`src/rtl/mvd_pkg.sv`:
```
// Shared types, constants and helper functions of the MIDI voice dispatcher.
`default_nettype none

package mvd_pkg;

   // Voice count default and the widths that follow from the fixed fields.
   localparam int VOICES_DEFAULT = 16;
   localparam int MAX_RESULTS    = 16;
   localparam int CNT_W          = $clog2(MAX_RESULTS + 1);
   localparam int POS_W          = 13;

   // Status nibbles and the sysex start byte.
   localparam logic [3:0] TYPE_NOTE_OFF = 4'h8;
   localparam logic [3:0] TYPE_NOTE_ON  = 4'h9;
   localparam logic [3:0] TYPE_PROGRAM  = 4'hC;
   localparam logic [7:0] SYSEX_START   = 8'hF0;

   // Sysex message layout, counted in received bytes.
   localparam logic [POS_W-1:0] HEADER_LEN  = 13'd6;
   localparam logic [POS_W-1:0] PATCH_END   = 13'd4102;
   localparam logic [POS_W-1:0] SYSEX_TOTAL = 13'd4104;

   localparam logic [4:0] TOP_PATCH = 5'd31;

   // Event kinds on the result channel.
   localparam logic [2:0] KIND_START   = 3'd0;
   localparam logic [2:0] KIND_RELEASE = 3'd1;
   localparam logic [2:0] KIND_PATCH   = 3'd2;
   localparam logic [2:0] KIND_WRITE   = 3'd3;
   localparam logic [2:0] KIND_DROP    = 3'd4;

   typedef struct packed {
      logic [2:0]  event_kind;
      logic [3:0]  voice_slot;
      logic [7:0]  note_number;
      logic [7:0]  note_velocity;
      logic [4:0]  patch_number;
      logic [11:0] patch_address;
      logic [7:0]  patch_byte;
      logic        last;
   } rsp_word_type;

   // Expected byte of the patch-dump header at a given position.
   function automatic logic [7:0] header_byte(input logic [2:0] idx);
      logic [7:0] val;
      case (idx)
         3'd0:    val = 8'hF0;
         3'd1:    val = 8'h43;
         3'd2:    val = 8'h00;
         3'd3:    val = 8'h09;
         3'd4:    val = 8'h20;
         default: val = 8'h00;
      endcase
      return val;
   endfunction

endpackage

`default_nettype wire

```
`src/rtl/mvd_if.sv`:
```
// Valid/ready channel interfaces for MIDI input words and dispatcher result words.
`default_nettype none

interface mvd_req_if;
   logic       valid;
   logic       ready;
   logic [7:0] midi_byte;

   modport source (output valid, output midi_byte, input ready);
   modport sink   (input valid, input midi_byte, output ready);
endinterface

interface mvd_rsp_if;
   logic        valid;
   logic        ready;
   logic [2:0]  event_kind;
   logic [3:0]  voice_slot;
   logic [7:0]  note_number;
   logic [7:0]  note_velocity;
   logic [4:0]  patch_number;
   logic [11:0] patch_address;
   logic [7:0]  patch_byte;
   logic        last;

   modport source (output valid, output event_kind, output voice_slot, output note_number,
                   output note_velocity, output patch_number, output patch_address,
                   output patch_byte, output last, input ready);
   modport sink   (input valid, input event_kind, input voice_slot, input note_number,
                   input note_velocity, input patch_number, input patch_address,
                   input patch_byte, input last, output ready);
endinterface

`default_nettype wire

```
`src/rtl/mvd_voice_table.sv`:
```
// Voice slot table: note memory plus active flags, one write and one registered read.
`default_nettype none

module mvd_voice_table #(
   parameter int VOICES = mvd_pkg::VOICES_DEFAULT,
   parameter int SLOT_W = (VOICES > 1) ? $clog2(VOICES) : 1
) (
   input  wire logic              clock,
   input  wire logic              reset,
   input  wire logic              wr_en,
   input  wire logic [SLOT_W-1:0] wr_addr,
   input  wire logic [7:0]        wr_note,
   input  wire logic [SLOT_W-1:0] rd_addr,
   output logic [7:0]             rd_note,
   output logic                   rd_active
);

   logic [7:0]        note_mem [VOICES];
   logic [VOICES-1:0] active_ff;
   logic [7:0]        rd_note_ff;
   logic              rd_active_ff;

   // Note entries need no reset: an entry is only trusted when its active flag is set.
   always_ff @(posedge clock) begin
      if (wr_en) begin
         note_mem[wr_addr] <= wr_note;
      end
      rd_note_ff <= note_mem[rd_addr];
   end

   always_ff @(posedge clock) begin
      if (reset) begin
         active_ff    <= '0;
         rd_active_ff <= 1'b0;
      end else begin
         if (wr_en) begin
            active_ff[wr_addr] <= 1'b1;
         end
         rd_active_ff <= active_ff[rd_addr];
      end
   end

   assign rd_note   = rd_note_ff;
   assign rd_active = rd_active_ff;

endmodule

`default_nettype wire

```
`src/rtl/midi_voice_dispatcher.sv`:
```
// Top level of the MIDI voice dispatcher: byte parser, voice allocator and release scanner.
`default_nettype none

// The dispatcher takes one MIDI byte per word on req_chan and reports what that byte causes
// as result words on rsp_chan, with last set on the final word of each byte. Most bytes are
// handled in the cycle they are accepted: a status byte, a first data byte or a sysex tail
// byte gives no word, while a note-on, a program change, a patch-dump byte or a dropped byte
// gives one word that sits in the output register until it is taken. The input is ready in
// the idle state whenever the output register is empty or being emptied in the same cycle,
// so a stream of single-word bytes runs at one byte per cycle under a free output. A note-off
// (or a note-on with velocity zero) starts a release scan that visits the voice slots in turn,
// each in a read state and then a compare state, since the note table has one registered read
// port and a single comparator checks each slot; no further byte is taken until the scan is
// back in idle, and the scan reports at most sixteen releases in ascending slot order. The
// scan keeps one matched slot in hand until the next match or the end of the table so that
// the final word carries last.
// Released voices stay marked active; a slot is reused only when the round-robin pointer reaches it.
// Unknown status bytes and bad patch-dump header bytes are reported as dropped words that
// carry the offending byte. There is no clearing pass: only the active flags are reset.

module midi_voice_dispatcher #(
   parameter int VOICES = mvd_pkg::VOICES_DEFAULT
) (
   input  wire logic  clock,
   input  wire logic  reset,
   mvd_req_if.sink    req_chan,
   mvd_rsp_if.source  rsp_chan
);

   localparam int SLOT_W = (VOICES > 1) ? $clog2(VOICES) : 1;
   localparam logic [SLOT_W-1:0] LAST_SLOT = SLOT_W'(VOICES - 1);

   // Sequencer states.
   localparam logic [1:0] ST_IDLE   = 2'd0;
   localparam logic [1:0] ST_READ   = 2'd1;
   localparam logic [1:0] ST_CMP    = 2'd2;
   localparam logic [1:0] ST_FINISH = 2'd3;

   logic [1:0]              state_ff, state_in;
   logic [3:0]              status_hi_ff, status_hi_in;
   logic [7:0]              first_data_ff, first_data_in;
   logic [mvd_pkg::POS_W-1:0] bytes_ff, bytes_in;
   logic                    in_sysex_ff, in_sysex_in;
   logic [SLOT_W-1:0]       next_voice_ff, next_voice_in;
   logic [4:0]              patch_ff, patch_in;

   // Release scan bookkeeping.
   logic [SLOT_W-1:0]         scan_idx_ff, scan_idx_in;
   logic [mvd_pkg::CNT_W-1:0] count_ff, count_in;
   logic [SLOT_W-1:0]         pend_slot_ff, pend_slot_in;
   logic                      pend_valid_ff, pend_valid_in;

   // Output register.
   logic                  out_valid_ff, out_valid_in;
   mvd_pkg::rsp_word_type out_word_ff, out_word_in;
   logic                  out_load;
   logic                  out_free;

   // Voice table ports.
   logic              tbl_we;
   logic [7:0]        tbl_rd_note;
   logic              tbl_rd_active;

   logic              req_accept;
   logic [7:0]        b;
   logic              status_ok;
   logic              hit;
   logic [mvd_pkg::POS_W-1:0] pos_next;

   mvd_voice_table #(
      .VOICES (VOICES),
      .SLOT_W (SLOT_W)
   ) u_table (
      .clock     (clock),
      .reset     (reset),
      .wr_en     (tbl_we),
      .wr_addr   (next_voice_ff),
      .wr_note   (first_data_ff),
      .rd_addr   (scan_idx_ff),
      .rd_note   (tbl_rd_note),
      .rd_active (tbl_rd_active)
   );

   assign out_free       = !out_valid_ff || rsp_chan.ready;
   assign req_chan.ready = (state_ff == ST_IDLE) && out_free;
   assign req_accept     = req_chan.valid && req_chan.ready;
   assign b              = req_chan.midi_byte;
   assign pos_next       = bytes_ff + 13'd1;
   assign status_ok      = (b[7:4] == mvd_pkg::TYPE_NOTE_OFF) || (b[7:4] == mvd_pkg::TYPE_NOTE_ON)
                        || (b[7:4] == mvd_pkg::TYPE_PROGRAM) || (b == mvd_pkg::SYSEX_START);
   // The single slot comparator used by the release scan.
   assign hit            = tbl_rd_active && (tbl_rd_note == first_data_ff);

   always_comb begin
      state_in      = state_ff;
      status_hi_in  = status_hi_ff;
      first_data_in = first_data_ff;
      bytes_in      = bytes_ff;
      in_sysex_in   = in_sysex_ff;
      next_voice_in = next_voice_ff;
      patch_in      = patch_ff;
      scan_idx_in   = scan_idx_ff;
      count_in      = count_ff;
      pend_slot_in  = pend_slot_ff;
      pend_valid_in = pend_valid_ff;
      out_load      = 1'b0;
      out_word_in   = '0;
      tbl_we        = 1'b0;

      unique case (state_ff)
         ST_IDLE: begin
            if (req_accept) begin
               if (bytes_ff == '0) begin
                  // Message start: only a known status byte opens a message.
                  if (status_ok) begin
                     status_hi_in = b[7:4];
                     bytes_in     = 13'd1;
                     in_sysex_in  = (b == mvd_pkg::SYSEX_START);
                  end else begin
                     out_load               = 1'b1;
                     out_word_in.event_kind = mvd_pkg::KIND_DROP;
                     out_word_in.patch_byte = b;
                     out_word_in.last       = 1'b1;
                  end
               end else if (in_sysex_ff) begin
                  if (bytes_ff < mvd_pkg::HEADER_LEN) begin
                     if (b != mvd_pkg::header_byte(bytes_ff[2:0])) begin
                        out_load               = 1'b1;
                        out_word_in.event_kind = mvd_pkg::KIND_DROP;
                        out_word_in.patch_byte = b;
                        out_word_in.last       = 1'b1;
                        bytes_in               = '0;
                        in_sysex_in            = 1'b0;
                     end else begin
                        bytes_in = pos_next;
                     end
                  end else if (bytes_ff < mvd_pkg::PATCH_END) begin
                     out_load                  = 1'b1;
                     out_word_in.event_kind    = mvd_pkg::KIND_WRITE;
                     out_word_in.patch_address = 12'(bytes_ff - mvd_pkg::HEADER_LEN);
                     out_word_in.patch_byte    = b;
                     out_word_in.last          = 1'b1;
                     bytes_in                  = pos_next;
                  end else if (pos_next >= mvd_pkg::SYSEX_TOTAL) begin
                     bytes_in    = '0;
                     in_sysex_in = 1'b0;
                  end else begin
                     bytes_in = pos_next;
                  end
               end else if (status_hi_ff == mvd_pkg::TYPE_PROGRAM) begin
                  patch_in                 = (b > {3'b000, mvd_pkg::TOP_PATCH})
                                           ? mvd_pkg::TOP_PATCH : b[4:0];
                  out_load                 = 1'b1;
                  out_word_in.event_kind   = mvd_pkg::KIND_PATCH;
                  out_word_in.patch_number = patch_in;
                  out_word_in.last         = 1'b1;
                  bytes_in                 = '0;
               end else if (bytes_ff == 13'd1) begin
                  first_data_in = b;
                  bytes_in      = 13'd2;
               end else begin
                  bytes_in = '0;
                  if ((status_hi_ff == mvd_pkg::TYPE_NOTE_OFF) || (b == 8'd0)) begin
                     // Release: walk the voice table from slot zero.
                     state_in      = ST_READ;
                     scan_idx_in   = '0;
                     count_in      = '0;
                     pend_valid_in = 1'b0;
                  end else begin
                     tbl_we                    = 1'b1;
                     out_load                  = 1'b1;
                     out_word_in.event_kind    = mvd_pkg::KIND_START;
                     out_word_in.voice_slot    = 4'(next_voice_ff);
                     out_word_in.note_number   = first_data_ff;
                     out_word_in.note_velocity = b;
                     out_word_in.patch_number  = patch_ff;
                     out_word_in.last          = 1'b1;
                     next_voice_in = (next_voice_ff == LAST_SLOT) ? '0 : next_voice_ff + 1'b1;
                  end
               end
            end
         end

         ST_READ: begin
            // The table registers the entry at scan_idx_ff during this cycle.
            state_in = ST_CMP;
         end

         ST_CMP: begin
            if (hit) begin
               if (!pend_valid_ff || out_free) begin
                  if (pend_valid_ff) begin
                     out_load                = 1'b1;
                     out_word_in.event_kind  = mvd_pkg::KIND_RELEASE;
                     out_word_in.voice_slot  = 4'(pend_slot_ff);
                     out_word_in.note_number = first_data_ff;
                  end
                  pend_slot_in  = scan_idx_ff;
                  pend_valid_in = 1'b1;
                  count_in      = count_ff + 1'b1;
                  if ((count_ff == mvd_pkg::CNT_W'(mvd_pkg::MAX_RESULTS - 1))
                      || (scan_idx_ff == LAST_SLOT)) begin
                     state_in = ST_FINISH;
                  end else begin
                     scan_idx_in = scan_idx_ff + 1'b1;
                     state_in    = ST_READ;
                  end
               end
            end else if (scan_idx_ff == LAST_SLOT) begin
               state_in = ST_FINISH;
            end else begin
               scan_idx_in = scan_idx_ff + 1'b1;
               state_in    = ST_READ;
            end
         end

         ST_FINISH: begin
            // The slot held in hand is the final release and carries last.
            if (!pend_valid_ff) begin
               state_in = ST_IDLE;
            end else if (out_free) begin
               out_load                = 1'b1;
               out_word_in.event_kind  = mvd_pkg::KIND_RELEASE;
               out_word_in.voice_slot  = 4'(pend_slot_ff);
               out_word_in.note_number = first_data_ff;
               out_word_in.last        = 1'b1;
               pend_valid_in           = 1'b0;
               state_in                = ST_IDLE;
            end
         end

         default: begin
            state_in = ST_IDLE;
         end
      endcase

      if (out_load) begin
         out_valid_in = 1'b1;
      end else if (rsp_chan.ready) begin
         out_valid_in = 1'b0;
      end else begin
         out_valid_in = out_valid_ff;
      end
   end

   always_ff @(posedge clock) begin
      if (reset) begin
         state_ff      <= ST_IDLE;
         status_hi_ff  <= '0;
         first_data_ff <= '0;
         bytes_ff      <= '0;
         in_sysex_ff   <= 1'b0;
         next_voice_ff <= '0;
         patch_ff      <= '0;
         scan_idx_ff   <= '0;
         count_ff      <= '0;
         pend_valid_ff <= 1'b0;
         out_valid_ff  <= 1'b0;
      end else begin
         state_ff      <= state_in;
         status_hi_ff  <= status_hi_in;
         first_data_ff <= first_data_in;
         bytes_ff      <= bytes_in;
         in_sysex_ff   <= in_sysex_in;
         next_voice_ff <= next_voice_in;
         patch_ff      <= patch_in;
         scan_idx_ff   <= scan_idx_in;
         count_ff      <= count_in;
         pend_valid_ff <= pend_valid_in;
         out_valid_ff  <= out_valid_in;
      end
   end

   always_ff @(posedge clock) begin
      pend_slot_ff <= pend_slot_in;
      if (out_load) begin
         out_word_ff <= out_word_in;
      end
   end

   assign rsp_chan.valid         = out_valid_ff;
   assign rsp_chan.event_kind    = out_word_ff.event_kind;
   assign rsp_chan.voice_slot    = out_word_ff.voice_slot;
   assign rsp_chan.note_number   = out_word_ff.note_number;
   assign rsp_chan.note_velocity = out_word_ff.note_velocity;
   assign rsp_chan.patch_number  = out_word_ff.patch_number;
   assign rsp_chan.patch_address = out_word_ff.patch_address;
   assign rsp_chan.patch_byte    = out_word_ff.patch_byte;
   assign rsp_chan.last          = out_word_ff.last;

   // A byte that opens no message must come straight back as a dropped word with last set.
   a_drop_reported: assert property (@(posedge clock) disable iff (reset)
      (req_accept && (bytes_ff == '0) && !status_ok)
      |=> (rsp_chan.valid && (rsp_chan.event_kind == mvd_pkg::KIND_DROP) && rsp_chan.last))
      else $error("dropped status byte was not reported");

   // The release scan never counts more matches than one byte may report.
   a_count_bound: assert property (@(posedge clock) disable iff (reset)
      count_ff <= mvd_pkg::CNT_W'(mvd_pkg::MAX_RESULTS))
      else $error("release count exceeded its bound");

   // A sysex flag without an open message would misroute the next byte.
   a_sysex_open: assert property (@(posedge clock) disable iff (reset)
      in_sysex_ff |-> (bytes_ff != '0))
      else $error("sysex flag set while no message is open");

   // No release may be held in hand once the scan has returned to idle.
   a_pending_clear: assert property (@(posedge clock) disable iff (reset)
      (state_ff == ST_IDLE) |-> !pend_valid_ff)
      else $error("pending release left over after scan");

endmodule

`default_nettype wire
```
`src/flat_wrapper.sv`:
```
// flat-port wrapper written by rule: the top's interface ports become plain ports
module midi_voice_dispatcher_flat 
#(
   parameter int VOICES = mvd_pkg::VOICES_DEFAULT
)
  (clock, reset, req_chan_valid, req_chan_midi_byte, req_chan_ready, rsp_chan_valid, rsp_chan_event_kind, rsp_chan_voice_slot, rsp_chan_note_number, rsp_chan_note_velocity, rsp_chan_patch_number, rsp_chan_patch_address, rsp_chan_patch_byte, rsp_chan_last, rsp_chan_ready);
  mvd_req_if req_chan_i ();
  mvd_rsp_if rsp_chan_i ();
  input  wire logic clock;
  input  wire logic reset;
  input wire logic [$bits(req_chan_i.valid)-1:0] req_chan_valid;
  input wire logic [$bits(req_chan_i.midi_byte)-1:0] req_chan_midi_byte;
  output wire logic [$bits(req_chan_i.ready)-1:0] req_chan_ready;
  output wire logic [$bits(rsp_chan_i.valid)-1:0] rsp_chan_valid;
  output wire logic [$bits(rsp_chan_i.event_kind)-1:0] rsp_chan_event_kind;
  output wire logic [$bits(rsp_chan_i.voice_slot)-1:0] rsp_chan_voice_slot;
  output wire logic [$bits(rsp_chan_i.note_number)-1:0] rsp_chan_note_number;
  output wire logic [$bits(rsp_chan_i.note_velocity)-1:0] rsp_chan_note_velocity;
  output wire logic [$bits(rsp_chan_i.patch_number)-1:0] rsp_chan_patch_number;
  output wire logic [$bits(rsp_chan_i.patch_address)-1:0] rsp_chan_patch_address;
  output wire logic [$bits(rsp_chan_i.patch_byte)-1:0] rsp_chan_patch_byte;
  output wire logic [$bits(rsp_chan_i.last)-1:0] rsp_chan_last;
  input wire logic [$bits(rsp_chan_i.ready)-1:0] rsp_chan_ready;
  assign req_chan_i.valid = req_chan_valid;
  assign req_chan_i.midi_byte = req_chan_midi_byte;
  assign req_chan_ready = req_chan_i.ready;
  assign rsp_chan_valid = rsp_chan_i.valid;
  assign rsp_chan_event_kind = rsp_chan_i.event_kind;
  assign rsp_chan_voice_slot = rsp_chan_i.voice_slot;
  assign rsp_chan_note_number = rsp_chan_i.note_number;
  assign rsp_chan_note_velocity = rsp_chan_i.note_velocity;
  assign rsp_chan_patch_number = rsp_chan_i.patch_number;
  assign rsp_chan_patch_address = rsp_chan_i.patch_address;
  assign rsp_chan_patch_byte = rsp_chan_i.patch_byte;
  assign rsp_chan_last = rsp_chan_i.last;
  assign rsp_chan_i.ready = rsp_chan_ready;
  midi_voice_dispatcher #(.VOICES(VOICES)) u_core (.clock(clock), .reset(reset), .req_chan(req_chan_i), .rsp_chan(rsp_chan_i));
endmodule
```
`config.mk`:
```
export PLATFORM = sky130hd
export DESIGN_NAME = midi_voice_dispatcher_flat
export DESIGN_NICKNAME = d
export VERILOG_FILES = /design/src/rtl/mvd_pkg.sv /design/src/rtl/mvd_if.sv /design/src/rtl/mvd_voice_table.sv /design/src/rtl/midi_voice_dispatcher.sv /design/src/flat_wrapper.sv
export SDC_FILE = /design/constraint.sdc
export NUM_CORES = 1
export LEC_CHECK = 0
export BUFFER_PORTS_ARGS = -buffer_cell sky130_fd_sc_hd__clkbuf_2
export CORE_ASPECT_RATIO = 1.4
export CORE_MARGIN = 2
export CORE_UTILIZATION = 35
export DETAILED_ROUTE_END_ITERATION = 7
export MAX_ROUTING_LAYER = met4
export PLACE_DENSITY = 0.58
export SETUP_SLACK_MARGIN = 0.1
export SYNTH_ARGS = -nofsm -noshare
export SYNTH_HDL_FRONTEND = slang
export SYNTH_SLANG_ARGS = --single-unit
```
`constraint.sdc`:
```
create_clock -name clock -period 4.6 [get_ports clock]
set_input_delay 0.69 -clock clock [delete_from_list [all_inputs] [get_ports clock]]
set_output_delay 0.69 -clock clock [all_outputs]
set_load 0.02 [all_outputs]
```
==> out/metrics.csv <==
metric,value,unit
outcome,"finished, final reports clean",
CP max FO,30,
Setup CP Type,register to register,
die span in x,153,um
total global routing overflow,0,
# IOs,63,
Power Dens Cells,416,nW/um^2
"CP delay by family, top",simple AND/OR/NAND/NOR gates,
Critical Path RT,4.73,ns
number of global-route vias before repair,6630,
max-slew violations,0,
Bufs on Longest Clock Path,3,
WP buf/inv,0,
post-synthesis sequential area ratio,63.7,%
via/cell ratio,5.18,
Area Overhead vs Synth,13.5,%
Hold WC Path Type,register to register,
"Arr. time, crit path",3.67,ns
largest net degree at the start of global routing,49,
library cells used by synthesis,64,
CTS root buffer,clkbuf_16,
worst clock skew,0.0143,ns
Total Routing Usage GR,15.8,%
Placer Congestion,0.825,
mapped cell area,10800,sq um
ys flop type,edfxtp_1,
CP Cell Sequence,"nor3_2, and4_1, a21oi_4, and3_1, nand2_1, nor2_1",
TritonCTS buffer count,24,
relative slew slack,32.5,%
total of cells resized after clock tree synthesis,0,
clk sinks,254,
final hold violations,0,
initial antenna violation count,0,
yosys warns,0,
Initial DRT Pass Iterations,5,
Post-CTS Setup Inserts,0,
CTS Hold Bufs,0,
Comb power frac,11.4,%
Die Ht,212,um
Worst R2R Start,u_core.bytes_ff[6]$_SDFFE_PP0P_,
hold worst-path end,u_core.patch_ff[1]$_SDFFE_PP0P_,
DRC Markers,0,
Worst Tran Pin Value,1.01,ns
WL final,24900,um
"Net Count, Synth",808,
"FFs w/ async S/R, synth",0,%
clock transition at the registers of the reported paths,0.07,ns
peak supply drop,0.000338,V
launching element type of the critical path,register,
Sequential Power Share,52.2,%
total number of vias,6464,
Max stage delay on crit path,0.87,ns
first-pass GRT wire length,38600,um
Synth Register Bits,254,
Switching Power,0.00128,W
reg2reg setup slack,1.07,ns
FF-to-FF path depth,6,
Int Pwr,0.00383,W
Crit-path slowest cell,and3_1,
"area leader, netlist",edfxtp_1,
reg2reg end,u_core.u_table.note_mem[15][2]$_DFFE_PP_,
Clock Latency Late Sink,0.52,ns
crit end category,register,
port bufs,62,
switching share of power,25.1,%
fin nets,868,
fmax,283,MHz
RSZ-0062 raised after global routing,no,
"count leader, synth",edfxtp_1,
leakage,4.11,nW
antenna-violating nets left,0,
Power Total,0.00511,W
synth cell count leaders,"edfxtp_1 (181), nor2_1 (83), dfxtp_1 (73), nand2_1 (47), mux4_2 (45)",
Iteration-0 DRC Markers,313,
Synth area leaders,"edfxtp_1 (50%), dfxtp_1 (14%), mux4_2 (9.4%)",
Tmin final,3.53,ns
critical path depth,6,
DP HPWL,17100,um
layout cells sized above 1,20.3,%
Mapped Avg Cell Area,13.9,sq um
Routed wire per std cell,20.0,um
Yosys top cell area share,50.2,%
row count,76,
Fin Setup TNS,0,ns
Final setup viols,0,
clock group share of total power,36.5,%
Max H-tree Level,1,
number of flops mapped to enable cells by yosys,181,
Ant. Diodes,0,
core area,30600,sq um
CTS tree,built,
die area,32400,sq um
final worst path period share,76.8,%
Syn Inst Count,779,
worst hold start,u_core.patch_ff[1]$_SDFFE_PP0P_,
Max-Cap Viols,0,
Initial Utilization,35.3,%
Hold Path Depth,2,
-- layout by cell type (no fill, tap or decap), types with 5 or more instances in the layout --
cell,instances
xor2_1,12
o21a_1,9
buf_4,14
clkbuf_16,25
a21oi_1,31
xnor2_1,15
nor2_1,83
inv_1,17
edfxtp_1,181
nor2b_1,6
o21ai_0,12
and3_1,18
a31oi_1,12
clkinv_2,5
nand3_1,18
and2_1,27
nor3_1,14
dfxtp_1,71
mux2i_1,14
o211ai_1,5
clkbuf_2,62
mux4_2,45
nand4_1,14
nor4_1,5
clkbuf_1,10
nand2_1,47
ha_1,17
-- final cells by class --
| type | count | area (sq um) |
|---|---|---|
| clock buffer | 37 | 691 |
| clock inverter | 7 | 42.5 |
| fill | 2892 | 18300 |
| inverter | 18 | 67.6 |
| multi-input combinational | 464 | 3660 |
| sequential | 254 | 6900 |
| tap | 390 | 488 |
| timing repair buffer | 77 | 435 |
-- sequential cells by signal, summed over array words and instances, names as in the netlist, 2 cells and up --
register and count:
u_core.u_table.rd_note 8, u_core.patch_ff 5, u_core.state_ff 2, u_core.status_hi_ff 4
u_core.rsp_chan.event_kind 3, u_core.pend_slot_ff 4, u_core.rsp_chan.patch_address 12, u_core.scan_idx_ff 4
u_core.rsp_chan.voice_slot 4, u_core.first_data_ff 8, u_core.bytes_ff 13, u_core.rsp_chan.patch_byte 8
u_core.u_table.note_mem 128, u_core.next_voice_ff 4, u_core.u_table.active_ff 16, u_core.count_ff 5
u_core.rsp_chan.note_velocity 8, u_core.rsp_chan.patch_number 5, u_core.rsp_chan.note_number 8
-- routing by layer --
layer,wire length (um),track usage (%),vias up
li1,-,-,3056
met1,9740,18.1,3245
met2,13600,29.0,115
met3,734,1.65,48
met4,869,5.36,0
met5,0,-,-
-- worst reg2reg max path: cells and delay by family, from the launching register on --
kind,cells,cell delay [ns]
simple gates,5,2.27
flops,1,0.58
compound gates,1,0.31
-- logic make-up after synthesis --
family / share of synthesized area, %
fa+ha+maj: 1.97
compound gates: 6.28
buf+inv: 2.56
flops: 63.7
simple gates: 12.6
xor+xnor: 2.19
mux: 10.7
-- metrics by stage --
step	worst slack, ns	hold WS (ns)	cells	util, %	cell area (sq um)
after global placement	0.973	0.442	1203	37.7	11500
after detailed placement	0.889	0.450	1203	37.7	11500
after floorplan	1.06	0.420	779	-	10800
after CTS	1.08	0.460	1247	40.1	12300
after global routing	0.811	0.474	1247	40.1	12300
final	1.07	0.457	1247	40.1	12300
-- power groups by stage --
stage	clock [W]	sequential [W]	combinational, W
final	0.00186	0.00266	0.000580
after CTS	0.00191	0.00267	0.000593
after global placement	0	0.00272	0.000587
after detailed placement	0	0.00272	0.000591
after global routing	0.00199	0.00268	0.000627
after floorplan	0	0.00277	0.000319
-- worst max path at each step --
stage	startpoint	end	slack [ns]
detailed placement	rsp_chan_ready	u_core.u_table.note_mem[14][4]$_DFFE_PP_	0.89
finish	u_core.bytes_ff[6]$_SDFFE_PP0P_	u_core.u_table.note_mem[15][2]$_DFFE_PP_	1.07
CTS	u_core.bytes_ff[6]$_SDFFE_PP0P_	u_core.u_table.note_mem[14][1]$_DFFE_PP_	1.08
global placement	rsp_chan_ready	u_core.u_table.note_mem[13][4]$_DFFE_PP_	0.97
floorplan	req_chan_midi_byte[4]	u_core.rsp_chan.event_kind[0]$_DFFE_PP_	1.06
global route	u_core.bytes_ff[6]$_SDFFE_PP0P_	u_core.u_table.note_mem[14][1]$_DFFE_PP_	0.81
Power figures use the tool's default switching activity.
